--- config.mk ---
export PLATFORM = sky130hd
export DESIGN_NAME = modbus_rtu_read_holding_master_core
export DESIGN_NICKNAME = d
export VERILOG_FILES = /design/src/sv/mrh_pkg.sv /design/src/sv/modbus_rtu_read_holding_master_core.sv /design/src/sv/mrh_proto.sv /design/src/sv/mrh_emit.sv
export SDC_FILE = /design/constraint.sdc
export NUM_CORES = 1
export LEC_CHECK = 0
export BUFFER_PORTS_ARGS = -buffer_cell sky130_fd_sc_hd__buf_2
export CORE_AREA = 2 2 183 131
export CTS_CLUSTER_DIAMETER = 60
export DETAILED_ROUTE_END_ITERATION = 16
export DIE_AREA = 0 0 185 133
export HOLD_SLACK_MARGIN = 0.02
export PLACE_DENSITY_LB_ADDON = 0.2
export SLEW_MARGIN = 25
export SYNTH_ARGS = -nofsm -noshare
export SYNTH_HDL_FRONTEND = slang
export SYNTH_HIERARCHICAL = 1
export SYNTH_SLANG_ARGS = --single-unit
--- constraint.sdc ---
create_clock -name clk_i -period 6.02 [get_ports clk_i]
set_input_delay 0.301 -clock clk_i [delete_from_list [all_inputs] [get_ports clk_i]]
set_output_delay 0.301 -clock clk_i [all_outputs]
set_load 0.1 [all_outputs]
--- src/sv/mrh_pkg.sv ---
package mrh_pkg;

  // Protocol constants
  localparam logic [7:0]  FuncReadHolding = 8'h03;
  localparam logic [15:0] CrcInit         = 16'hFFFF;
  localparam logic [15:0] CrcPoly         = 16'hA001;
  localparam logic [15:0] MaxRegs         = 16'd125;
  localparam logic [15:0] TimeoutReset    = 16'd1000;
  localparam logic [8:0]  HeaderBytes     = 9'd5;
  localparam logic [8:0]  CrcBytes        = 9'd2;

  // Input item operations
  typedef enum logic [1:0] {
    OpStart  = 2'd0,
    OpRxByte = 2'd1,
    OpTick   = 2'd2
  } mrh_op_e;

  // Result item kinds
  typedef enum logic [1:0] {
    KindTx     = 2'd0,
    KindReg    = 2'd1,
    KindStatus = 2'd2
  } mrh_kind_e;

  // Final status codes
  typedef enum logic [2:0] {
    StOk      = 3'd0,
    StInvalid = 3'd1,
    StTimeout = 3'd2,
    StCrcErr  = 3'd3,
    StHdrErr  = 3'd4
  } mrh_status_e;

  // Transaction phase, one-hot
  typedef enum logic [1:0] {
    PhIdle = 2'b01,
    PhWait = 2'b10
  } mrh_phase_e;

  // What an accepted item leaves for the output side
  typedef enum logic [1:0] {
    BmNone    = 2'd0,
    BmSingle  = 2'd1,
    BmRequest = 2'd2
  } mrh_bmode_e;

  typedef struct packed {
    mrh_bmode_e  mode;
    mrh_kind_e   kind;
    mrh_status_e status;
    logic        last;
    logic [6:0]  reg_pos;
    logic [15:0] reg_value;
    logic [7:0]  slave;
    logic [15:0] addr;
    logic [15:0] count;
  } mrh_bundle_t;

  // One byte of CRC-16, reflected polynomial
  function automatic logic [15:0] crc16_byte(input logic [15:0] crc, input logic [7:0] b);
    logic [15:0] c;
    c = crc ^ {8'h00, b};
    for (int i = 0; i < 8; i++) begin
      c = c[0] ? ((c >> 1) ^ CrcPoly) : (c >> 1);
    end
    return c;
  endfunction

endpackage

--- src/sv/modbus_rtu_read_holding_master_core.sv ---
// Modbus RTU master for function 03 (read holding registers). A start item
// yields eight request bytes, one output item per cycle unless out_stall_i
// holds it, with drive_enable_o high; received bytes and millisecond ticks
// are then matched against the response, giving one register value per low
// byte and one final status. Each input item updates the state in the cycle
// it is taken; the only limit on the input rate is the output register,
// which holds a start's request for eight output transfers (the request CRC
// is folded in one byte per transfer) and any other result for one. Input
// is stalled only while the output still holds items that will not all have
// gone by the end of the current cycle. The timeout register is written with
// cfg_we_i and resets to 1000 ms.
module modbus_rtu_read_holding_master_core import mrh_pkg::*; (
  input  logic        clk_i,
  input  logic        rst_ni,
  input  logic        cfg_we_i,
  input  logic [15:0] cfg_wdata_i,
  input  logic        in_valid_i,
  output logic        in_stall_o,
  input  logic [1:0]  op_i,
  input  logic [7:0]  slave_id_i,
  input  logic [15:0] start_addr_i,
  input  logic [15:0] reg_count_i,
  input  logic [7:0]  rx_byte_i,
  output logic        out_valid_o,
  input  logic        out_stall_i,
  output logic [1:0]  kind_o,
  output logic [7:0]  tx_byte_o,
  output logic        drive_enable_o,
  output logic [6:0]  reg_pos_o,
  output logic [15:0] reg_value_o,
  output logic [2:0]  status_o,
  output logic        last_o
);

  mrh_bundle_t bundle;
  logic        ready;
  logic        accept;

  assign in_stall_o = !ready;
  assign accept     = in_valid_i && ready;

  mrh_proto u_proto (
    .clk_i        (clk_i),
    .rst_ni       (rst_ni),
    .cfg_we_i     (cfg_we_i),
    .cfg_wdata_i  (cfg_wdata_i),
    .accept_i     (accept),
    .op_i         (op_i),
    .slave_id_i   (slave_id_i),
    .start_addr_i (start_addr_i),
    .reg_count_i  (reg_count_i),
    .rx_byte_i    (rx_byte_i),
    .bundle_o     (bundle)
  );

  mrh_emit u_emit (
    .clk_i          (clk_i),
    .rst_ni         (rst_ni),
    .load_i         (accept),
    .bundle_i       (bundle),
    .ready_o        (ready),
    .out_valid_o    (out_valid_o),
    .out_stall_i    (out_stall_i),
    .kind_o         (kind_o),
    .tx_byte_o      (tx_byte_o),
    .drive_enable_o (drive_enable_o),
    .reg_pos_o      (reg_pos_o),
    .reg_value_o    (reg_value_o),
    .status_o       (status_o),
    .last_o         (last_o)
  );

endmodule

--- src/sv/mrh_proto.sv ---
module mrh_proto import mrh_pkg::*; (
  input  logic        clk_i,
  input  logic        rst_ni,
  input  logic        cfg_we_i,
  input  logic [15:0] cfg_wdata_i,
  input  logic        accept_i,
  input  logic [1:0]  op_i,
  input  logic [7:0]  slave_id_i,
  input  logic [15:0] start_addr_i,
  input  logic [15:0] reg_count_i,
  input  logic [7:0]  rx_byte_i,
  output mrh_bundle_t bundle_o
);

  mrh_phase_e  phase_q, phase_d;
  logic [15:0] timeout_q;
  logic [7:0]  nrx_q, nrx_d;
  logic [15:0] crc_q, crc_d;
  logic [7:0]  slave_q, slave_d;
  logic [6:0]  count_q, count_d;
  logic [15:0] elapsed_q, elapsed_d;
  logic [7:0]  pend_q, pend_d;
  logic        hdr_ok_q, hdr_ok_d;

  logic        busy;
  logic [8:0]  nrx9;
  logic [8:0]  expect9;
  logic [15:0] el_inc;
  logic [7:0]  idx8;
  logic [6:0]  idx;
  logic [15:0] rx_crc;

  assign busy    = (phase_q == PhWait);
  assign nrx9    = {1'b0, nrx_q};
  assign expect9 = HeaderBytes + {1'b0, count_q, 1'b0};
  assign el_inc  = (elapsed_q == 16'hFFFF) ? elapsed_q : elapsed_q + 16'd1;
  assign idx8    = nrx_q - 8'd4;
  assign idx     = idx8[7:1];
  assign rx_crc  = {rx_byte_i, pend_q};

  // Decode the item, update transaction state and build the result bundle
  always_comb begin
    phase_d   = phase_q;
    nrx_d     = nrx_q;
    crc_d     = crc_q;
    slave_d   = slave_q;
    count_d   = count_q;
    elapsed_d = elapsed_q;
    pend_d    = pend_q;
    hdr_ok_d  = hdr_ok_q;

    bundle_o           = '0;
    bundle_o.mode      = BmNone;
    bundle_o.kind      = KindStatus;
    bundle_o.status    = StOk;
    bundle_o.last      = 1'b1;
    bundle_o.slave     = slave_id_i;
    bundle_o.addr      = start_addr_i;
    bundle_o.count     = reg_count_i;

    if (accept_i) begin
      unique case (op_i)
        OpStart: begin
          if (busy || reg_count_i == 16'd0 || reg_count_i > MaxRegs ||
              timeout_q == 16'd0) begin
            bundle_o.mode   = BmSingle;
            bundle_o.status = StInvalid;
          end else begin
            bundle_o.mode = BmRequest;
            bundle_o.kind = KindTx;
            phase_d       = PhWait;
            slave_d       = slave_id_i;
            count_d       = reg_count_i[6:0];
            nrx_d         = 8'd0;
            crc_d         = CrcInit;
            elapsed_d     = 16'd0;
            pend_d        = 8'd0;
            hdr_ok_d      = 1'b1;
          end
        end
        OpTick: begin
          if (busy) begin
            elapsed_d = el_inc;
            if (el_inc >= timeout_q) begin
              phase_d         = PhIdle;
              bundle_o.mode   = BmSingle;
              bundle_o.status = StTimeout;
            end
          end
        end
        OpRxByte: begin
          if (busy) begin
            nrx_d = nrx_q + 8'd1;
            if (nrx9 + CrcBytes < expect9) begin
              // Body byte: covered by the CRC
              crc_d = crc16_byte(crc_q, rx_byte_i);
              if (nrx_q == 8'd0 && rx_byte_i != slave_q) hdr_ok_d = 1'b0;
              if (nrx_q == 8'd1 && rx_byte_i != FuncReadHolding) hdr_ok_d = 1'b0;
              if (nrx_q == 8'd2 && rx_byte_i != {count_q, 1'b0}) hdr_ok_d = 1'b0;
              if (nrx_q >= 8'd3) begin
                if (nrx_q[0]) begin
                  pend_d = rx_byte_i;
                end else begin
                  bundle_o.mode      = BmSingle;
                  bundle_o.kind      = KindReg;
                  bundle_o.reg_pos   = idx;
                  bundle_o.reg_value = {pend_q, rx_byte_i};
                  bundle_o.last      = ({1'b0, idx} + 8'd1 == {1'b0, count_q});
                end
              end
            end else if (nrx9 + CrcBytes == expect9) begin
              // CRC low byte
              pend_d = rx_byte_i;
            end else begin
              // CRC high byte: judge the response
              phase_d       = PhIdle;
              bundle_o.mode = BmSingle;
              if (rx_crc != crc_q) begin
                bundle_o.status = StCrcErr;
              end else if (!hdr_ok_q) begin
                bundle_o.status = StHdrErr;
              end else begin
                bundle_o.status = StOk;
              end
            end
          end
        end
        default: begin
          bundle_o.mode = BmNone;
        end
      endcase
    end
  end

  // Hold state between items
  always_ff @(posedge clk_i or negedge rst_ni) begin
    if (!rst_ni) begin
      phase_q   <= PhIdle;
      timeout_q <= TimeoutReset;
      nrx_q     <= 8'd0;
      crc_q     <= CrcInit;
      slave_q   <= 8'd0;
      count_q   <= 7'd0;
      elapsed_q <= 16'd0;
      pend_q    <= 8'd0;
      hdr_ok_q  <= 1'b1;
    end else begin
      phase_q   <= phase_d;
      nrx_q     <= nrx_d;
      crc_q     <= crc_d;
      slave_q   <= slave_d;
      count_q   <= count_d;
      elapsed_q <= elapsed_d;
      pend_q    <= pend_d;
      hdr_ok_q  <= hdr_ok_d;
      if (cfg_we_i) begin
        timeout_q <= cfg_wdata_i;
      end
    end
  end

endmodule

--- src/sv/mrh_emit.sv ---
module mrh_emit import mrh_pkg::*; (
  input  logic        clk_i,
  input  logic        rst_ni,
  input  logic        load_i,
  input  mrh_bundle_t bundle_i,
  output logic        ready_o,
  output logic        out_valid_o,
  input  logic        out_stall_i,
  output logic [1:0]  kind_o,
  output logic [7:0]  tx_byte_o,
  output logic        drive_enable_o,
  output logic [6:0]  reg_pos_o,
  output logic [15:0] reg_value_o,
  output logic [2:0]  status_o,
  output logic        last_o
);

  mrh_bundle_t bundle_q;
  logic        valid_q, valid_d;
  logic [2:0]  beat_q, beat_d;
  logic [15:0] crc_q, crc_d;
  logic [7:0]  req_byte;
  logic        take;
  logic        done;

  assign take    = valid_q && !out_stall_i;
  assign done    = take && (bundle_q.mode != BmRequest || beat_q == 3'd7);
  assign ready_o = !valid_q || done;

  // Select the request byte for the current beat
  always_comb begin
    unique case (beat_q)
      3'd0:    req_byte = bundle_q.slave;
      3'd1:    req_byte = FuncReadHolding;
      3'd2:    req_byte = bundle_q.addr[15:8];
      3'd3:    req_byte = bundle_q.addr[7:0];
      3'd4:    req_byte = bundle_q.count[15:8];
      3'd5:    req_byte = bundle_q.count[7:0];
      3'd6:    req_byte = crc_q[7:0];
      default: req_byte = crc_q[15:8];
    endcase
  end

  // Advance the beat counter and the request CRC
  always_comb begin
    valid_d = valid_q;
    beat_d  = beat_q;
    crc_d   = crc_q;
    if (load_i) begin
      valid_d = (bundle_i.mode != BmNone);
      beat_d  = 3'd0;
      crc_d   = CrcInit;
    end else if (done) begin
      valid_d = 1'b0;
    end else if (take) begin
      beat_d = beat_q + 3'd1;
      if (beat_q < 3'd6) begin
        crc_d = crc16_byte(crc_q, req_byte);
      end
    end
  end

  always_ff @(posedge clk_i or negedge rst_ni) begin
    if (!rst_ni) begin
      valid_q <= 1'b0;
      beat_q  <= 3'd0;
      crc_q   <= CrcInit;
    end else begin
      valid_q <= valid_d;
      beat_q  <= beat_d;
      crc_q   <= crc_d;
    end
  end

  // Hold the bundle until its last item is taken
  always_ff @(posedge clk_i) begin
    if (load_i) begin
      bundle_q <= bundle_i;
    end
  end

  // Drive the result fields
  assign out_valid_o = valid_q;

  always_comb begin
    kind_o         = KindStatus;
    tx_byte_o      = 8'd0;
    drive_enable_o = 1'b0;
    reg_pos_o      = 7'd0;
    reg_value_o    = 16'd0;
    status_o       = StOk;
    last_o         = 1'b0;
    unique case (bundle_q.mode)
      BmRequest: begin
        kind_o         = KindTx;
        tx_byte_o      = req_byte;
        drive_enable_o = 1'b1;
        last_o         = (beat_q == 3'd7);
      end
      BmSingle: begin
        kind_o      = bundle_q.kind;
        reg_pos_o   = bundle_q.reg_pos;
        reg_value_o = bundle_q.reg_value;
        status_o    = bundle_q.status;
        last_o      = bundle_q.last;
      end
      default: begin
        last_o = 1'b0;
      end
    endcase
  end

endmodule

==> results list <==
- The worst setup path is launched from a flop.
- Power density over the cells: 309 mW/mm^2
- After floorplanning, the core was divided into 47 placement rows.
- Wire length per cell: 18.8 um
- Wire length of the first global-routing pass: 40,200 um
* Run status: complete, no violations
- Hold Vio Cnt, Final: 0
- Total overflow reported by the global router: 0
* Maximum vdd ir drop: 211 uV
* Post-synth top flop: sky130_fd_sc_hd__edfxtp_1
* Number of logic stages on the critical path including buffering: 15
- In this run the register-to-register setup slack is 1.88 ns.
- The first TritonRoute pass finished after 5 iterations.
- In the routed layout, each cell is associated on average with a via count of 5.39.
* Total Die Area: 0.0246 mm^2
- CTS H-Tree Depth: 4
- Crit. Startpoint: u_proto/elapsed_q[11]
- Once detail routing completed, the nets flagged for antenna violations numbered 0.
- After the first detailed-routing iteration, the DRC count stood at 547.
- After synthesis, flip-flops and latches occupy 46.7% of the total area.
- The most numerous cell type found on the critical path is sky130_fd_sc_hd__o21ai_0.
- Number of synthesized flops with an enable pin: 71
- Setup TNS after final layout: 0 ns
- At the pin with the least slew margin, the transition time is 0.857 ns.
- The routed layout has 7,338 vias.
* Core area: 0.0231 mm^2
* Type of the worst min-delay path: in2reg
* Clock slew seen by the registers of the worst setup and hold paths: 0.07 ns
- Final worst path period share: 68.8%
- The count of buffers added on input and output ports is 110.
- In this run the cell area of the synthesized design comes to 0.0101 mm^2.
- Post-detailed-route DRC marker count: 0
* Final weighted congestion in routability-driven placement: 0.887
* RR Endpoint: u_emit/out_valid_o
* Area Growth Syn to Fin: 10.2%
* Horizontal die dimension: 185 um
- After synthesis, the share of flip-flops with an asynchronous set or reset is 59.0%.
- Max-cap violations in this run came to 0.
- The finished cells cover 0.0112 mm^2.
- Pins Over Slew Limit: 0
* Post-synthesis instance total: 986
- In this run, synthesis produced a sequential element count of 173.
- Timing-limited maximum frequency: 0.242 GHz
- Largest fanout on the critical path: 14
* Leading cell type in the layout, fill and taps excluded: sky130_fd_sc_hd__buf_2
* Boundary pin count: 111
- Worst-skew pair later-pin latency: 0.43 ns
- Syn_nets: 1,104
- Slowest Stage Delay on Critical Path: 0.63 ns
* Hold path endpoint: u_emit/bundle_q[30]
- Clock sink count: 173
* Hold-critical path depth: 1
* Static leakage: 4.67 nW
* Warning count from the yosys run: 6
- The number of placed instances, taps included, is 1,328.
- The average instance in the mapped netlist occupies 10.3 um^2.
- Leading cell types in the layout, fill and taps excluded: sky130_fd_sc_hd__buf_2, sky130_fd_sc_hd__nand2_1, sky130_fd_sc_hd__nor2_1
- The design draws 0.00346 W.
- Largest delay contributor family on the critical path: simple AND/OR/NAND/NOR gates
* Vias in the first global route: 7,079
- Maximum buffer depth of the clock tree: 2
* Largest net degree at the start of global routing: 57
- Relative slew slack: 42.9%
* Non-filler instance count after layout: 1,362
* Tmin final: 4.14 ns
- The startpoint identified for the worst hold timing path is start_addr_i[14].
- CTS tree: yes
- Launching point of the worst reg2reg path: u_proto/elapsed_q[11]
- Data on the critical path is required at its endpoint by 6.36 ns.
- Setup Fix Bufs, Post-CTS: 0
* Layout cells sized above 1: 21.1%
- Sequence of cells on the critical path: nand2_1 > or3_1 > or3_1 > nand2_1 > nor2_1 > xor2_1 > ha_1 > o2111ai_1 > o21ai_0 > nand4_1 > o211ai_1 > nand3_1 > a41oi_1 > o21ai_0 > o21ai_0
- CTS Buf Count: 17
- Cell chosen for the clock root: sky130_fd_sc_hd__clkbuf_16
- Count of hold buffers inserted by post-cts repair: 1
- Cell with the largest stage delay on the worst path: sky130_fd_sc_hd__or3_1
- Across the routed clock network, the largest skew measured is 0.0104 ns.
- After the last flow step, the layout net total stands at 1,148.
* Initial antenna violation count: 0
* Worst setup path class: reg2reg
* Final HPWL DP: 18,500 um
- The routed design has 25,600 um of wire.
- Counting distinct cell types in the post-synthesis netlist gives 71.
- Die height: 133 um
- Global router's overall resource usage: 21.3%
- Once the clock tree was built, the resizer swapped 0 gates to a different size.
* Number of buffers and inverters on the critical path: 0
- Reg2Reg Depth: 15
- Setup repair after global routing left no endpoint under its margin.
- Number of setup violations in the final report: 0
* CP endpoint kind: flop
- Once the floorplan was initialized, standard cells occupied 44.0% of the core.
* Crit path arrival time: 4.48 ns
* Cell Area, Placed: 0.0106 mm^2
==> final cells by class <==
type                    instances  area, um^2
diodes                          1        2.50
repair buffers                113         578
multi-input cells             679        4720
fillers                      2163       11900
flip-flops and latches        173        4730
clock inverters                11         106
clock buffers                  21         470
inverters                      46         173
well taps                     318         398
==> power by group <==
| part | internal (W) | leakage, nW | switching, W |
|---|---|---|---|
| logic | 0.000323 | 2.42 | 0.000541 |
| registers | 0.00139 | 1.96 | 0.000109 |
| clock network | 0.000610 | 0.290 | 0.000483 |
| total | 0.00233 | 4.67 | 0.00113 |
==> state kept, by name (all words and copies together) (netlist names) <==
name,count
u_proto/slave_q,8
u_emit/out_valid_o,1
u_proto/elapsed_q,16
u_proto/crc_q,16
u_emit/beat_q,3
u_proto/hdr_ok_q,1
u_emit/bundle_q,71
u_proto/count_q,7
u_proto/pend_q,8
u_proto/phase_q,2
u_proto/nrx_q,8
u_emit/crc_q,16
u_proto/timeout_q,16
==> per-layer routing <==
layer | wire length (um) | up-vias | part of all wire, % | GRT usage [%]
li1 | - | 3521 | - | -
met5 | 0 | - | 0 | 0
met2 | 10800 | 232 | 42 | 30.4
met1 | 13000 | 3562 | 51 | 32.8
met4 | 330 | 0 | 1.3 | 5.56
met3 | 1490 | 23 | 5.8 | 4.21
==> stage by stage <==
| stage | setup slack, ns | hold WS (ns) | util [%] |
|---|---|---|---|
| floorplan | 1.17 | 0.00541 | - |
| global placement | 2.02 | 0.379 | 45.9 |
| detailed placement | 1.99 | 0.379 | 45.9 |
| CTS | 1.97 | 0.0269 | 48.5 |
| global route | 1.69 | 0.0220 | 48.5 |
| finish | 1.88 | 0.0437 | 48.5 |
==> synth_stat cells (all sizes together) (4+ instances only) <==
cell / count / share of area [%]
nand2: 79 / 2.9
nor2: 76 / 2.9
edfxtp: 71 / 21
buf: 63 / 4.2
xnor2: 63 / 5.4
dfrtp: 62 / 15
ha: 47 / 5.8
inv: 46 / 1.7
xor2: 45 / 4.0
a21oi: 44 / 2.2
o21ai: 44 / 2.2
and2: 41 / 2.5
dfstp: 40 / 10
nand3: 28 / 1.4
clkbuf: 25 / 0.92
mux2: 22 / 2.4
nand4: 17 / 1.0
nor4: 14 / 1.0
o22a: 14 / 1.2
nor3: 11 / 0.54
a211oi: 10 / 0.74
a21o: 10 / 0.74
mux2i: 10 / 0.99
a31oi: 9 / 0.55
a22oi: 8 / 0.59
o31ai: 8 / 0.59
a221oi: 6 / 0.52
nand2b: 6 / 0.37
o21a: 6 / 0.44
or3: 6 / 0.37
or4: 6 / 0.48
nor2b: 5 / 0.31
and3: 4 / 0.25
o41ai: 4 / 0.53
==> cell families after synthesis <==
family | synth area share (%)
simple gates | 15.4
compound gates | 12.0
flops | 46.7
buf+inv | 6.87
xor+xnor | 9.85
fa+ha+maj | 5.80
mux | 3.43
==> how the worst max path moves through the flow <==
stage	slack, ns	endpoint
after floorplan	1.17	u_proto/elapsed_q[4]
after global routing	1.69	u_emit/out_valid_o
after detailed placement	1.99	u_emit/out_valid_o
after global placement	2.02	u_emit/out_valid_o
after CTS	1.97	u_emit/out_valid_o
final	1.88	u_emit/out_valid_o
(Power assumes the default switching activity.)
